### src/bitmap_page_frame_allocator_defines.svh
// Assertion macros used by the allocator controller RTL.
`ifndef BITMAP_PAGE_FRAME_ALLOCATOR_DEFINES_SVH
`define BITMAP_PAGE_FRAME_ALLOCATOR_DEFINES_SVH

// Clocked check, quiet while reset is held.
`define BPFA_ASSERT(lbl, prop, msg) \
    lbl: assert property (@(posedge i_clk) disable iff (!i_rst_n) prop) else $error(msg);

// Clocked check that also holds during reset.
`define BPFA_ASSERT_ALWAYS(lbl, prop, msg) \
    lbl: assert property (@(posedge i_clk) prop) else $error(msg);

`endif

### src/bpfa_pkg.sv
// Shared constants, codes and controller/datapath structs of the page allocator.
package bpfa_pkg;

    localparam int BPFA_NUM_PAGES = 4096;

    localparam logic [1:0] CMD_ALLOC   = 2'd0;
    localparam logic [1:0] CMD_FREE    = 2'd1;
    localparam logic [1:0] CMD_RESERVE = 2'd2;

    localparam logic [1:0] ST_OK    = 2'd0;
    localparam logic [1:0] ST_NOMEM = 2'd1;
    localparam logic [1:0] ST_RANGE = 2'd2;

    localparam logic [9:0] TRACKED_RESET = 10'd512;
    localparam logic [7:0] BYTE_ALL_TAKEN = 8'hff;

    // controller -> datapath
    typedef struct packed {
        logic       load;
        logic       clr_step;
        logic       scan_start;
        logic       scan_step;
        logic       mark_start;
        logic       mark_from_hit;
        logic       mark_step;
        logic       res_load;
        logic [1:0] res_status;
    } t_ctl;

    // datapath -> controller
    typedef struct packed {
        logic clr_last;
        logic is_alloc;
        logic is_bad;
        logic cnt_zero;
        logic lim_zero;
        logic range_bad;
        logic scan_hit;
        logic scan_end;
        logic mark_last;
    } t_sts;

endpackage

### src/bpfa_ctrl.sv
// Command sequencer: clearing pass, decode, scan, mark and result handoff.
`include "bitmap_page_frame_allocator_defines.svh"

module bpfa_ctrl
    import bpfa_pkg::*;
(
    input  logic i_clk,
    input  logic i_rst_n,
    input  logic i_s_tvalid,
    output logic o_s_tready,
    output logic o_m_tvalid,
    input  logic i_m_tready,
    input  t_sts i_sts,
    output t_ctl o_ctl
);

    typedef enum logic [5:0] {
        S_CLEAR  = 6'b000001,
        S_IDLE   = 6'b000010,
        S_DECODE = 6'b000100,
        S_SCAN   = 6'b001000,
        S_MARK   = 6'b010000,
        S_DONE   = 6'b100000
    } t_state;

    t_state     r_state, n_state;
    logic [1:0] r_status, n_status;
    logic       r_out_vld, n_out_vld;
    logic       r_hit_d;

    always_comb begin
        n_state   = r_state;
        n_status  = r_status;
        n_out_vld = r_out_vld;
        o_ctl     = '0;
        o_ctl.res_status = r_status;
        if (r_out_vld && i_m_tready) begin
            n_out_vld = 1'b0;
        end
        case (r_state)
            S_CLEAR: begin
                o_ctl.clr_step = 1'b1;
                if (i_sts.clr_last) begin
                    n_state = S_IDLE;
                end
            end
            S_IDLE: begin
                if (i_s_tvalid) begin
                    o_ctl.load = 1'b1;
                    n_state    = S_DECODE;
                end
            end
            S_DECODE: begin
                if (i_sts.is_alloc) begin
                    if (i_sts.cnt_zero || i_sts.lim_zero) begin
                        n_status = ST_NOMEM;
                        n_state  = S_DONE;
                    end else begin
                        o_ctl.scan_start = 1'b1;
                        n_state          = S_SCAN;
                    end
                end else if (i_sts.is_bad) begin
                    n_status = ST_RANGE;
                    n_state  = S_DONE;
                end else if (i_sts.cnt_zero) begin
                    n_status = ST_OK;
                    n_state  = S_DONE;
                end else if (i_sts.range_bad) begin
                    n_status = ST_RANGE;
                    n_state  = S_DONE;
                end else begin
                    o_ctl.mark_start = 1'b1;
                    n_state          = S_MARK;
                end
            end
            S_SCAN: begin
                o_ctl.scan_step = 1'b1;
                if (i_sts.scan_hit) begin
                    n_state = S_MARK;
                end else if (i_sts.scan_end) begin
                    n_status = ST_NOMEM;
                    n_state  = S_DONE;
                end
            end
            S_MARK: begin
                if (r_hit_d) begin
                    o_ctl.mark_start    = 1'b1;
                    o_ctl.mark_from_hit = 1'b1;
                end else begin
                    o_ctl.mark_step = 1'b1;
                    if (i_sts.mark_last) begin
                        n_status = ST_OK;
                        n_state  = S_DONE;
                    end
                end
            end
            S_DONE: begin
                if (!r_out_vld || i_m_tready) begin
                    o_ctl.res_load = 1'b1;
                    n_out_vld      = 1'b1;
                    n_state        = S_IDLE;
                end
            end
            default: begin
                n_state = S_IDLE;
            end
        endcase
    end

    // mark setup is launched the cycle after a hit, once the hit base is stored
    always_ff @(posedge i_clk) begin
        if (!i_rst_n) begin
            r_hit_d <= 1'b0;
        end else begin
            r_hit_d <= (r_state == S_SCAN) && i_sts.scan_hit;
        end
    end

    always_ff @(posedge i_clk) begin
        if (!i_rst_n) begin
            r_state   <= S_CLEAR;
            r_out_vld <= 1'b0;
        end else begin
            r_state   <= n_state;
            r_out_vld <= n_out_vld;
        end
        r_status <= n_status;
    end

    assign o_s_tready = r_state == S_IDLE;
    assign o_m_tvalid = r_out_vld;

    `BPFA_ASSERT(a_res_from_done, $rose(r_out_vld) |-> $past(r_state == S_DONE), "result without finish")
    `BPFA_ASSERT(a_mark_to_done, (r_state == S_MARK && !r_hit_d && i_sts.mark_last) |=> r_state == S_DONE, "mark end lost")
    `BPFA_ASSERT(a_hold_result, (r_state == S_DONE && r_out_vld && !i_m_tready) |=> r_state == S_DONE, "result overwritten")
    `BPFA_ASSERT_ALWAYS(a_no_accept_clear, r_state == S_CLEAR |-> !o_s_tready, "accept during clear")

endmodule

### config.mk
export PLATFORM = sky130hd
export DESIGN_NAME = bpfa_ctrl
export DESIGN_NICKNAME = d
export VERILOG_FILES = /design/src/bpfa_pkg.sv /design/src/bpfa_ctrl.sv
export VERILOG_INCLUDE_DIRS = /design/src /design/src/src
export SDC_FILE = /design/constraint.sdc
export NUM_CORES = 1
export LEC_CHECK = 0
export BUFFER_PORTS_ARGS = -buffer_cell sky130_fd_sc_hd__buf_2
export CAP_MARGIN = 10
export CORE_MARGIN = 2
export CORE_UTILIZATION = 30
export DETAILED_ROUTE_END_ITERATION = 16
export PLACE_DENSITY = 0.67
export SLEW_MARGIN = 20
export SYNTH_ARGS = -nofsm -noshare
export SYNTH_HDL_FRONTEND = slang
export SYNTH_SLANG_ARGS = --single-unit
### constraint.sdc
create_clock -name i_clk -period 1.6 [get_ports i_clk]
set_input_delay 0.48 -clock i_clk [delete_from_list [all_inputs] [get_ports i_clk]]
set_output_delay 0.48 -clock i_clk [all_outputs]
set_load 0.005 [all_outputs]
# [Word level (Yosys, flattened, before mapping)]
# Index checks and enable logic that the tools add are counted.
[word_totals] ff_bits=10 wordCells=71
[op_classes] eq_ne=16 n_mux=43 n_reduce_logical=8
[op_table] cell="$mux 6" n=12
[op_table] cell="$pmux 6 s6" n=1
[op_table] cell="$mux 2" n=11
[op_table] cell="$mux 1" n=17
[op_table] cell="$ne 2x2->1 const B" n=7
[op_table] cell="$reduce_and 7->1" n=1
[op_table] cell="$eq 6x1->1 const B" n=1
[op_table] cell="$eq 6x2->1 const B" n=1
[op_table] cell="$eq 6x3->1 const B" n=1
[op_table] cell="$eq 6x4->1 const B" n=1
[op_table] cell="$eq 6x5->1 const B" n=1
[op_table] cell="$eq 6x6->1 const B" n=1
[op_table] cell="$ne 3x3->1 const B" n=2
[op_table] cell="$pmux 2 s3" n=1
[op_table] cell="$reduce_and 6->1" n=1
[op_table] cell="$ne 5x5->1 const B" n=1
[op_table] cell="$reduce_bool 3->1" n=1
[op_table] cell="$logic_and 1x1->1" n=2
[op_table] cell="$logic_or 1x1->1" n=2
[op_table] cell="$pmux 1 s2" n=1
[op_table] cell="$logic_not 1->1" n=1

# [Depth between registers and ports, before layout]
# Gate-level depths: netlist of the first run.
[logic_depth] word_depth=5 mapped_depth=6 depth_no_buf=5

# [Worst setup path after synthesis of the first run]
# No wires, ideal clock.
[synth_timing] kind="register to output" start="reg r_state[3]" end="out o_ctl[9] (netlist name)" arrival_time_ns=1.151 t_required_ns=1.120 setup_slack_ns=-0.031 path_stages_with_launch=5 cell_sequence="dfxtp_1 > buf_6 > nor4_1 > and3b_1 > and2_1"
[synth_rtl] element="start, declared" line="bpfa_ctrl.sv:26" source="t_state r_state, n_state;"
[synth_rtl] element="start signal, assigned" line="bpfa_ctrl.sv:124" source="r_state <= n_state;"
[synth_rtl] element="end, declared" line="bpfa_ctrl.sv:14" source="output t_ctl o_ctl"

==> results of run 1 <==
-- per-layer routing --
layer	GRT usage	up-vias	share of wire
li1	-	398	-
met1	0.1912	396	0.38
met2	0.3376	34	0.52
met3	0.04598	14	0.048
met4	0.1272	0	0.052
met5	0	-	0
-- repair_timing --
item | CTS | global route
buffers inserted | 31 | 11
gates resized for setup | 27 | 23
endpoints found under the setup margin | 13 | 17
cloned | 0 | 0
pin swaps | 13 | 15
-- where the power goes --
part / internal [mW] / switching (mW)
Clock: 0.139 / 0.113
Sequential: 0.280 / 0.0538
Combinational: 0.264 / 0.177
-- critical path: stages (launching register included) --
cell                       delay, ns
sky130_fd_sc_hd__dfxtp_4        0.37
sky130_fd_sc_hd__buf_6          0.13
sky130_fd_sc_hd__nor4_4         0.28
sky130_fd_sc_hd__nand3b_1       0.16
sky130_fd_sc_hd__inv_1          0.13
sky130_fd_sc_hd__buf_2          0.12
-- cell type report --
class                           instances  area, um^2
Inverter                                6       22.52
Clock buffer                            4       36.28
Timing Repair Buffer                   56       441.7
Sequential cell                        10       240.2
Fill cell                             160       883.3
Tap cell                               28       35.03
Multi-Input combinational cell         58       531.8
-- layout by cell type (no fill, tap or decap), types with 3 or more instances in the layout --
master / n
sky130_fd_sc_hd__nor4_4: 3
sky130_fd_sc_hd__dfxtp_4: 5
sky130_fd_sc_hd__inv_1: 6
sky130_fd_sc_hd__buf_4: 20
sky130_fd_sc_hd__clkbuf_4: 3
sky130_fd_sc_hd__buf_2: 21
sky130_fd_sc_hd__nor2_1: 4
sky130_fd_sc_hd__nand3b_1: 4
sky130_fd_sc_hd__o21ai_0: 4
sky130_fd_sc_hd__buf_6: 13
-- cells in the mapped netlist (all sizes together) (2+ instances only) --
cell type / count / area (um^2)
and2: 2 / 13.77
dfxtp: 8 / 160.2
nor4: 3 / 48.80
edfxtp: 2 / 60.06
nor2b: 2 / 12.51
a21oi: 2 / 10.01
nand3b: 5 / 41.29
o21ai: 8 / 40.03
nand2: 3 / 11.26
nor2: 6 / 22.52
nor3: 4 / 20.02
buf: 4 / 37.53
nand3: 2 / 10.01
inv: 6 / 22.52
and3: 3 / 18.77
and2b: 3 / 25.03
-- logic make-up after synthesis --
| kind of cell | count (synthesis) |
|---|---|
| buffers and inverters | 10 |
| AND/OR/NAND/NOR | 40 |
| AO/OA/AOI/OAI | 17 |
| flip-flops | 10 |
| XOR/XNOR | 1 |
-- sequential cells by signal, summed over array words and instances (netlist names) --
name and count:
r_hit_d 1, o_m_tvalid 1, r_status 2, r_state 6
-- worst max-delay path by stage --
stage / end / cells after the start
after floorplan: o_ctl[9] / 4
after global placement: o_ctl[5] / 5
after detailed placement: o_ctl[5] / 5
after CTS: o_ctl[9] / 4
after global routing: o_ctl[6] / 5
final: o_ctl[6] / 5
==> metrics.log, run 1 <==
INFO  metric dieArea = approximately 2700 um^2
INFO  metric synth-edff-count = 2
INFO  metric pin_count = 25
INFO  metric cts_tree = done
INFO  metric place.gp.congestion = 0.8211
INFO  metric worstReg2RegEnd = r_state[3]
INFO  metric first_global_vias = between 800 and 900
INFO  metric final.setup.tns = -4.079 ns
INFO  metric post_drt_wl_per_cell = 16.14 um
INFO  metric reg2reg_slack = -0.22 ns
INFO  metric synth-main-ff-cell = sky130_fd_sc_hd__dfxtp_1
INFO  metric path_clk_slew = 0.08 ns
INFO  metric detailed_place_hpwl = about 1300 um
INFO  metric via_count = about 840
INFO  metric grt_max_degree = 10
INFO  metric final_core_utilization = 0.5968
INFO  metric cts_hold_buffers = 0
INFO  metric power.total = 1.027 mW
INFO  metric worst_setup_path_start_kind = flop
INFO  metric fin_crit_period = 1.968 ns
INFO  metric layout.nets = 148
INFO  metric layout_worst_path_cycle_share = 1.230
INFO  metric whs = about 0.44 ns
INFO  metric synth-adder-area-share = 0
INFO  metric layout_setup_ws = -0.3676 ns
INFO  metric cp-end-kind = output pin
INFO  metric final_cells = roughly 160
INFO  metric syn_area_per_cell = 8.774 um^2
INFO  metric rows = 17
INFO  metric cell_count_of_the_worst_reg_to_reg_path = 7
INFO  metric fp.dieH = ~52 um
INFO  metric violations = negative setup slack
INFO  metric port_buffers = 24
INFO  metric synthDistinctLibCells = 37
INFO  metric timing.final.max_slew_violations = 0
INFO  metric worstMarginPinSlew = roughly 0.48 ns
INFO  metric synth_simple_gate_area_frac = 0.4059
INFO  metric clock_latency = 0.29 ns
INFO  metric worstHoldPathType = primary input to flop
INFO  metric post_route_cells_drive_above_1_share = 0.6791
INFO  metric stdcell_area = ~1300 um^2
INFO  metric synthCells = 78
INFO  metric start_util = 0.3124
INFO  metric drcViolationCount = 0
INFO  metric outcome = complete, but fails checks
INFO  metric detail-route-antenna-nets = 0
INFO  metric cts.root.buffer_cell = sky130_fd_sc_hd__clkbuf_4
INFO  metric hold-path-endpoint = r_state[0]
INFO  metric gr-total-overflow = 0
INFO  metric share_of_the_synthesized_area_in_compound_gates_ao_oa_aoi_oai = 0.1718
INFO  metric async_flop_share = 0
INFO  metric grt_pass1_wl = roughly 3600 um
INFO  metric total_leakage_power = between 0.6 and 0.7 nW
INFO  metric max_cap_violations = 0
INFO  metric sequential_cell_area_fraction_in_the_yosys_report = 0.3218
INFO  metric ys_warn_count = 0
INFO  metric finalClockSkew = roughly 0.0022 ns
INFO  metric grt_antenna_before_repair = 0
INFO  metric timing.hold.worst_path_depth = 2
INFO  metric route.final.wire_length = around 2600 um
INFO  metric post_drt_via_cell_ratio = between 5 and 6
INFO  metric mappedNetlistArea = between 600 and 700 um^2
INFO  metric setup_viol_count_final = 18
INFO  metric cell_count_post_placement = between 100 and 150
INFO  metric setup.worst_path.class = flop to output pin
INFO  metric rsz0062_at_grt = yes
INFO  metric yosys_register_bits = 10
INFO  metric cts-root-to-sink-buffers = 2
INFO  metric area_growth_syn_to_layout = 91.04%
INFO  metric min_from = i_sts[8]
INFO  metric dieWidth = 51.77 um
INFO  metric worst_ep_required_time = 1.12 ns
INFO  metric post_dp_cell_area = 910.9 um^2
INFO  metric htreeDepth = 1
INFO  metric hold_violations_final = 0
INFO  metric antenna-diode-count = 0
INFO  metric grt_use_total = 0.1884
INFO  metric timing.rr.start = r_state[5]
INFO  metric drt_pass1_iterations = 4
INFO  metric synthXorXnorAreaFrac = 0.01280
INFO  metric syn-num-nets = around 90
INFO  metric maxSlewHeadroom = 0.6758
INFO  metric synthMuxAreaShare = 0
INFO  metric synth_top_family_by_area = simple AND/OR/NAND/NOR gates
INFO  metric p_per_area = 785.1 nW/um^2
INFO  metric drt_first_iter_violations = 11
INFO  metric clkSinkCount = 10
INFO  metric tritoncts.num_buffers = 3
INFO  metric maximum_resistive_drop_on_vdd = around 0.42 mV
INFO  metric core_area = ~2200 um^2
INFO  metric fmaxAchievable = about 0.51 GHz
INFO  metric crit_path_max_fanout = 4
INFO  metric crit_arrival = ~1.5 ns
INFO  metric dp_worst_setup_slack = -0.2278 ns
INFO  metric worstSetupStartpoint = r_state[5]
(Power assumes the default switching activity.)
==> run 2, diff against run 1 <==
--- a/config.mk
+++ b/config.mk
@@ -6,6 +6,7 @@
 export SDC_FILE = /design/constraint.sdc
 export NUM_CORES = 1
 export LEC_CHECK = 0
+export ABC_AREA = 1
 export BUFFER_PORTS_ARGS = -buffer_cell sky130_fd_sc_hd__buf_2
 export CAP_MARGIN = 10
 export CORE_MARGIN = 2
==> run 2 against run 1 <==
  * The run still ends with negative setup slack left
  * Combinational power is 76% lower
  * Clock power is 9.2% lower
  * Clock skew is 0.0019 ns lower
  * Largest cell class unchanged
  * Highest routed layer unchanged
==> metrics.log, run 2 <==
INFO  metric yosys.cell_count.top_type = sky130_fd_sc_hd__inv_1
INFO  metric worst_setup_path_start_kind = flop
INFO  metric clock_power_share = 0.377 (+0.132)
INFO  metric timing.rr.start = r_state[4]
INFO  metric dieArea = 2620 um^2 (-2.2%)
INFO  metric power.net_switching = 0.1543 mW (-55%)
INFO  metric mappedNetlistArea = 668.1 um^2 (-2.4%)
INFO  metric post_route_cells_drive_above_1_share = 0.4857 (-0.1934)
INFO  metric core_area = 2148 um^2 (-1.9%)
INFO  metric post_synth_top_cells = sky130_fd_sc_hd__inv_1, sky130_fd_sc_hd__nor2_1, sky130_fd_sc_hd__nand2_1
INFO  metric worstMarginPinSlew = 0.2219 ns (-0.2606 ns)
INFO  metric maximum_resistive_drop_on_vdd = 0.2782 mV (-34%)
INFO  metric synth-edff-count = 2 (unchanged)
INFO  metric violations = negative setup slack
INFO  metric power.share.combinational = 0.173 (-0.257)
INFO  metric cts_tree = done
INFO  metric internal_power = 0.4511 mW (-34%)
INFO  metric met1Wirelength = 705 um (-29%)
INFO  metric htreeDepth = 1 (unchanged)
INFO  metric syn_area_per_cell = 6.818 um^2 (-22%)
INFO  metric detail-route-antenna-nets = 0 (unchanged)
INFO  metric timing.final.max_slew_violations = 0 (unchanged)
INFO  metric synth.top_cell.area_share = 0.2397 (+0.005697)
INFO  metric p_per_area = 593.7 nW/um^2 (-24%)
INFO  metric area_growth_syn_to_layout = 52.62%
INFO  metric syn-num-nets = 111 (+22%)
INFO  metric cts_hold_buffers = 0 (unchanged)
INFO  metric start_util = 0.3110 (-0.001385)
INFO  metric rows = 17 (unchanged)
INFO  metric biggestRegsByFlops = r_state: 6 flops, r_status: 2 flops
INFO  metric maxUsedRoutingLayer = met4
INFO  metric post_drt_via_cell_ratio = 4.577 (-12%)
INFO  metric rsz0062_at_grt = yes
INFO  metric power.sequential.fraction = 0.450 (+0.125)
INFO  metric drt_pass1_iterations = 4 (unchanged)
INFO  metric path_clk_slew = 0.06 ns (-0.02 ns)
INFO  metric route.met2.wl = 883 um (-35%)
INFO  metric synth-main-ff-cell = sky130_fd_sc_hd__dfxtp_1
INFO  metric layout.nets = 154 (+4.1%)
INFO  metric worstReg2RegEnd = r_status[0]
INFO  metric place.gp.congestion = 0.8186 (-0.30%)
INFO  metric fmaxAchievable = 0.5796 GHz (+14%)
INFO  metric antenna-diode-count = 0 (unchanged)
INFO  metric detailed_place_hpwl = 1212 um (-6.5%)
INFO  metric grt_antenna_before_repair = 0 (unchanged)
INFO  metric dr_wl_met3 = 83 um (-34%)
INFO  metric route.final.wire_length = 1707 um (-35%)
INFO  metric cts-root-to-sink-buffers = 2 (unchanged)
INFO  metric registers.top_by_ff_count = r_state
INFO  metric largest_register_ffs = 6 (unchanged)
INFO  metric ys_warn_count = 0 (unchanged)
INFO  metric synthTopCellsByArea = sky130_fd_sc_hd__dfxtp_1, sky130_fd_sc_hd__inv_1, sky130_fd_sc_hd__edfxtp_1
INFO  metric synthDistinctLibCells = 20 (-46%)
INFO  metric power.total = 0.6054 mW (-41%)
INFO  metric worstHoldPathType = primary input to flop
INFO  metric switching_power_as_a_share_of_total_power = 0.2548 (-0.07969)
INFO  metric drt_first_iter_violations = 14 (+3)
INFO  metric port_buffers = 24 (unchanged)
INFO  metric drcViolationCount = 0 (unchanged)
INFO  metric layout.cells.most_common_list = sky130_fd_sc_hd__buf_2, sky130_fd_sc_hd__inv_1, sky130_fd_sc_hd__nor2_1, sky130_fd_sc_hd__nand2_1, sky130_fd_sc_hd__buf_4
INFO  metric clock_latency = 0.27 ns (-0.02 ns)
INFO  metric layout_setup_ws = -0.1252 ns (+0.2424 ns)
INFO  metric max_cap_violations = 0 (unchanged)
INFO  metric yosysTopAreaCell = sky130_fd_sc_hd__dfxtp_1
INFO  metric grt_max_degree = 7 (-3)
INFO  metric cts.root.buffer_cell = sky130_fd_sc_hd__clkbuf_4
INFO  metric grt_use_total = 0.1430 (-0.04534)
INFO  metric yosys_register_bits = 10 (unchanged)
INFO  metric cell_count_of_the_worst_reg_to_reg_path = 9 (+2)
INFO  metric tritoncts.num_buffers = 3 (unchanged)
INFO  metric layout_worst_path_cycle_share = 1.078 (-0.1515)
INFO  metric clkSinkCount = 10 (unchanged)
INFO  metric async_flop_share = 0 (unchanged)
INFO  metric outcome = complete, but fails checks
INFO  metric synthCells = 98 (+26%)
INFO  metric layout.cells.most_common = sky130_fd_sc_hd__buf_2
INFO  metric setup_viol_count_final = 9 (-9)
INFO  metric total_leakage_power = 0.5419 nW (-11%)
INFO  metric worst_ep_required_time = 1.12 ns (about the same)
INFO  metric hold_violations_final = 0 (unchanged)
INFO  metric footprint_of_the_multi_input_gates = 389.1 um^2 (-27%)
INFO  metric cp-end-kind = output pin
INFO  metric sequential_cell_area_fraction_in_the_yosys_report = 0.3296 (+0.007833)
INFO  metric grt_pass1_wl = 2849 um (-21%)
INFO  metric timing.hold.worst_path_depth = 2 (unchanged)
INFO  metric post_drt_wl_per_cell = 10.16 um (-37%)
INFO  metric gr-total-overflow = 0 (unchanged)
INFO  metric crit_path_max_fanout = 5 (+1)
INFO  metric via_count = 769 (-8.7%)
INFO  metric min_from = i_rst_n
INFO  metric dieWidth = 51.19 um (-1.1%)
INFO  metric crit_arrival = 1.25 ns (-0.24 ns)
INFO  metric setup.worst_path.class = flop to output pin
INFO  metric finalClockSkew = 0.0003391 ns (-0.001891 ns)
INFO  metric maxSlewHeadroom = 0.8520 (+0.1762)
INFO  metric fillerInstances = 201 (+26%)
INFO  metric reg2reg_slack = 0.12 ns (+0.34 ns)
INFO  metric hold-path-endpoint = r_state[0]
INFO  metric dp_worst_setup_slack = 0.002694 ns (+0.2305 ns)
INFO  metric pin_count = 25 (unchanged)
INFO  metric seqCellArea = 232.7 um^2 (-3.1%)
INFO  metric fp.dieH = 51.19 um (-1.1%)
INFO  metric first_global_vias = 741 (-8.7%)
INFO  metric fin_crit_period = 1.725 ns (-0.2424 ns)
run 2: cell types whose count changed after synthesis, moves of 3 or more:
cell                       delta
sky130_fd_sc_hd__nand4_1      +4
sky130_fd_sc_hd__nand2_1     +12
sky130_fd_sc_hd__nor2_4       +3
sky130_fd_sc_hd__inv_1       +17
sky130_fd_sc_hd__nor2_1      +10
sky130_fd_sc_hd__nor2_2       +4
sky130_fd_sc_hd__nand3b_1     -4
sky130_fd_sc_hd__o21ai_0      -5
sky130_fd_sc_hd__nand3_2      +4
run 2: worst max-delay path: stages, from the launching register on:
cell and delay, ns:
sky130_fd_sc_hd__dfxtp_2 0.34, sky130_fd_sc_hd__nor2_4 0.18, sky130_fd_sc_hd__buf_4 0.15, sky130_fd_sc_hd__nand3_4 0.07, sky130_fd_sc_hd__nor2_1 0.12, sky130_fd_sc_hd__buf_2 0.12
run 2: cell families (layout without fill, tap and decap cells):
kind of cell    after synthesis  in the layout  share of synthesized area
compound gates                8              8                    0.07491
buf+inv                      24             66                     0.1348
simple gates                 56             56                     0.4607
flops                        10             10                     0.3296
run 2: power groups by stage:
stage | clock network [mW] | logic, mW | registers (mW)
finish | 0.228 | 0.105 | 0.272
detailed placement | 0 | 0.0817 | 0.278
floorplan | 0 | 0.0490 | 0.277
CTS | 0.234 | 0.104 | 0.272
global route | 0.254 | 0.119 | 0.273
global placement | 0 | 0.0804 | 0.278
run 2: layer usage:
layer | vias to the layer above | global-route usage
met5 | - | 0
met4 | 0 | 0.08559
met3 | 4 | 0.02047
met2 | 26 | 0.2641
met1 | 349 | 0.1516
li1 | 390 | -
run 2: area by class of cell:
type,count,share of cell area
sequential,10,0.2282
timing repair buffer,38,0.2319
clock buffer,4,0.03558
inverter,24,0.08834
multi-input combinational,64,0.3816
tap,28,0.03436
run 2: per-stage QoR:
stage	std cells	hold slack, ns	area [um^2]	util	setup TNS (ns)
3_5_place_dp	151	0.5633	830.8	0.3867	0
6_report	168	0.4105	1020	0.4747	-0.6545
4_1_cts	165	0.4148	992.2	0.4619	-0.6297
3_3_place_gp	151	0.5572	830.8	0.3867	0
2_1_floorplan	98	0.5350	668.1	-	0
5_1_grt	168	0.4093	1020	0.4747	-1.404
run 2: worst max path at each step:
stage / cells past startpoint / startpoint / end
3_3_place_gp: 5 / i_sts[7] / o_ctl[5]
4_1_cts: 4 / r_state[5] / o_ctl[5]
2_1_floorplan: 3 / r_state[0] / o_ctl[5]
5_1_grt: 5 / r_state[3] / o_ctl[3]
3_5_place_dp: 5 / i_sts[7] / o_ctl[5]
6_report: 5 / r_state[3] / o_ctl[2]
run 2: repair_timing:
action	CTS	global route
hold endpoints to repair	0	0
setup endpoints to repair	9	9
gates resized for setup	17	2
pin swaps	7	3
buffers inserted	10	3
==> run 3, diff against run 2 <==
--- a/config.mk
+++ b/config.mk
@@ -12,7 +12,7 @@
 export CORE_MARGIN = 2
 export CORE_UTILIZATION = 30
 export DETAILED_ROUTE_END_ITERATION = 16
-export PLACE_DENSITY = 0.67
+export PLACE_DENSITY = 0.65
 export SLEW_MARGIN = 20
 export SYNTH_ARGS = -nofsm -noshare
 export SYNTH_HDL_FRONTEND = slang
==> constraint.sdc (replaced) <==
create_clock -name i_clk -period 2.1 [get_ports i_clk]
set_input_delay 0.63 -clock i_clk [delete_from_list [all_inputs] [get_ports i_clk]]
set_output_delay 0.63 -clock i_clk [all_outputs]
set_load 0.005 [all_outputs]
==> run 3 against run 2 <==
  * The run now ends clean
  * Final cell count decreased by 7.1%
  * Power fell by 26%
  * First-iteration DRC count is 21% higher
  * Critical path depth shrank 1
  * Hold slack gained 0.16 ns
  * Via count shrank 8.1%
  * Clock power fell by 24%
  * Sequential power fell by 24%
  * Core utilization is 6.8 points lower
  * Clock-buffer cell count unchanged
  * Clock skew increased by 0.0026 ns
  * Largest power group unchanged
  * Highest routed layer unchanged
==> metrics.log, run 3 (synthesis gave the netlist of run 2 again) <==
INFO  metric registers.top_by_ff_count = r_state
INFO  metric cell_count_post_placement = 150 (-0.66%)
INFO  metric path_clk_slew = 0.07 ns (about the same)
INFO  metric worstSetupStartpoint = r_state[4]
INFO  metric cp-end-kind = output pin
INFO  metric area_growth_syn_to_layout = 30.90%
INFO  metric post_drt_via_cell_ratio = 4.532 (-0.99%)
INFO  metric grt_use_total = 0.1272 (-0.01581)
INFO  metric detail-route-antenna-nets = 0 (unchanged)
INFO  metric timing.rr.start = r_state[1]
INFO  metric clkSinkCount = 10 (unchanged)
INFO  metric setup_viol_count_final = 0 (-9)
INFO  metric cp_slowest_cell = sky130_fd_sc_hd__dfxtp_1
INFO  metric cp_cell_sequence = nor2_4 > nand3_2 > o21ai_0 > buf_2
INFO  metric dieArea = 2620 um^2 (unchanged)
INFO  metric drcViolationCount = 0 (unchanged)
INFO  metric pin_count = 25 (unchanged)
INFO  metric final.setup.tns = 0 ns (+0.6545 ns)
INFO  metric critPathTopFamily = simple AND/OR/NAND/NOR gates
INFO  metric largest_register_ffs = 6 (unchanged)
INFO  metric worst_setup_path_start_kind = flop
INFO  metric cts_resized = 0 (-17)
INFO  metric finalClockSkew = 0.002908 ns (+0.002569 ns)
INFO  metric route.final.wire_length = 1501 um (-12%)
INFO  metric gr-total-overflow = 0 (unchanged)
INFO  metric post_drt_wl_per_cell = 9.622 um (-5.3%)
INFO  metric layout.cells.most_common_list = sky130_fd_sc_hd__buf_2, sky130_fd_sc_hd__inv_1, sky130_fd_sc_hd__nor2_1
INFO  metric cts-root-to-sink-buffers = 2 (unchanged)
INFO  metric final_cells = 156 (-7.1%)
INFO  metric drt_pass1_iterations = 4 (unchanged)
INFO  metric rsz0062_at_grt = no
INFO  metric port_buffers = 24 (unchanged)
INFO  metric drt_first_iter_violations = 17 (+3)
INFO  metric cts_hold_buffers = 0 (unchanged)
INFO  metric p_per_area = 512.4 nW/um^2 (-14%)
INFO  metric layout_worst_path_cycle_share = 0.9252
INFO  metric post_route_cells_drive_above_1_share = 0.3594 (-0.1263)
INFO  metric reg2reg_slack = 0.63 ns (+0.51 ns)
INFO  metric via_count = 707 (-8.1%)
INFO  metric grt_antenna_before_repair = 0 (unchanged)
INFO  metric seqCellArea = 220.2 um^2 (-5.4%)
INFO  metric whs = 0.5755 ns (+0.1650 ns)
INFO  metric start_util = 0.3110 (unchanged)
INFO  metric fin_crit_period = 1.943 ns
INFO  metric cell_count_of_the_worst_reg_to_reg_path = 8 (-1)
INFO  metric grt_max_degree = 9 (+2)
INFO  metric maxSlewHeadroom = 0.8383 (-0.01373)
INFO  metric layout.cells.most_common = sky130_fd_sc_hd__buf_2
INFO  metric fmaxAchievable = around 0.51 GHz
INFO  metric antenna-diode-count = 0 (unchanged)
INFO  metric worstHoldPathType = flop to flop
INFO  metric footprint_of_the_multi_input_gates = 357.8 um^2 (-8.0%)
INFO  metric detailed_place_hpwl = 1204 um (-0.68%)
INFO  metric worstReg2RegEnd = r_status[1]
INFO  metric crit_arrival = 1.31 ns (+0.06 ns)
INFO  metric post_cts_buffers = 0 (-10)
INFO  metric core_area = 2148 um^2 (unchanged)
INFO  metric grt_pass1_wl = 2442 um (-14%)
INFO  metric rows = 17 (unchanged)
INFO  metric biggestRegsByFlops = r_state: 6 flops, r_status: 2 flops
INFO  metric crit_path_max_fanout = 8 (+3)
INFO  metric cts_tree = done
INFO  metric fillerInstances = 234 (+16%)
INFO  metric total_leakage_power = 0.4810 nW (-11%)
INFO  metric maximum_resistive_drop_on_vdd = 0.2132 mV (-23%)
INFO  metric place.gp.congestion = 0.8022 (-2.0%)
INFO  metric htreeDepth = 1 (unchanged)
INFO  metric critPathBufInv = 1 (-1)
INFO  metric first_global_vias = 615 (-17%)
INFO  metric worstMarginPinSlew = 0.2420 ns (+0.02003 ns)
INFO  metric cts.root.buffer_cell = sky130_fd_sc_hd__clkbuf_4
INFO  metric worst_ep_required_time = 1.47 ns (+0.35 ns)
INFO  metric worst-path-stages = 4 (-1)
INFO  metric hold_violations_final = 0 (unchanged)
INFO  metric clock_latency = 0.26 ns (about the same)
INFO  metric tritoncts.num_buffers = 3 (unchanged)
INFO  metric timing.final.max_slew_violations = 0 (unchanged)
INFO  metric critical-path-max-stage-delay = 0.35 ns (about the same)
INFO  metric dieWidth = 51.19 um (unchanged)
INFO  metric setup.worst_path.class = flop to output pin
INFO  metric fp.dieH = 51.19 um (unchanged)
INFO  metric outcome = completed
INFO  metric max_cap_violations = 0 (unchanged)
INFO  metric layout.nets = 142 (-7.8%)
INFO  metric crit_path_capture = o_ctl[5]
[run 3: cell types whose count changed in the layout (fill, tap and decap cells not counted), sizes merged]
cell	delta
buf	-12
[run 3: where the power goes]
part	switching, mW	internal, mW
clock network	0.0673	0.105
logic	0.0379	0.0303
registers	0.00673	0.201
[run 3: routing by layer]
layer  vias to the layer above  track usage  wire length (um)
met3                         4      0.01754               100
met5                         -            0                 0
li1                        368            -                 -
met1                       309       0.1485               704
met2                        26       0.2100               653
met4                         0      0.09459                42
[run 3: cell type report]
class | instances | area share
multi-input combinational | 64 | 0.4092
sequential | 10 | 0.2518
timing repair buffer | 26 | 0.1545
inverter | 24 | 0.1030
clock buffer | 4 | 0.04149
tap | 28 | 0.04006
[run 3: worst min-delay path by stage]
stage                     cells past startpoint  startpoint  slack [ns]         end
after CTS                                     2  r_state[1]        0.57  r_state[1]
after detailed placement                      2  r_state[1]        0.56  r_state[1]
after global placement                        2  r_state[1]        0.56  r_state[1]
after global routing                          2     i_rst_n        0.59  r_state[0]
after floorplan                               2  r_state[1]        0.54  r_state[1]
final                                         2  r_state[1]        0.58  r_state[1]
[run 3: per-stage QoR]
step / worst slack [ns] / utilization / total power, mW / cell area [um^2]
detailed placement: 0.2268 / 0.3832 / 0.2747 / 823.3
finish: 0.1570 / 0.4071 / 0.4482 / 874.6
floorplan: 0.4886 / - / 0.2482 / 668.1
CTS: 0.09978 / 0.4001 / 0.4508 / 859.6
global route: 0.03316 / 0.4071 / 0.4779 / 874.6
global placement: 0.2380 / 0.3832 / 0.2725 / 823.3
[run 3: worst min-delay path, delay by kind of cell (launching register included)]
family | cells | cell delay (ns)
flip-flops | 1 | 0.36
AO/OA/AOI/OAI | 1 | 0.13
AND/OR/NAND/NOR | 1 | 0.05
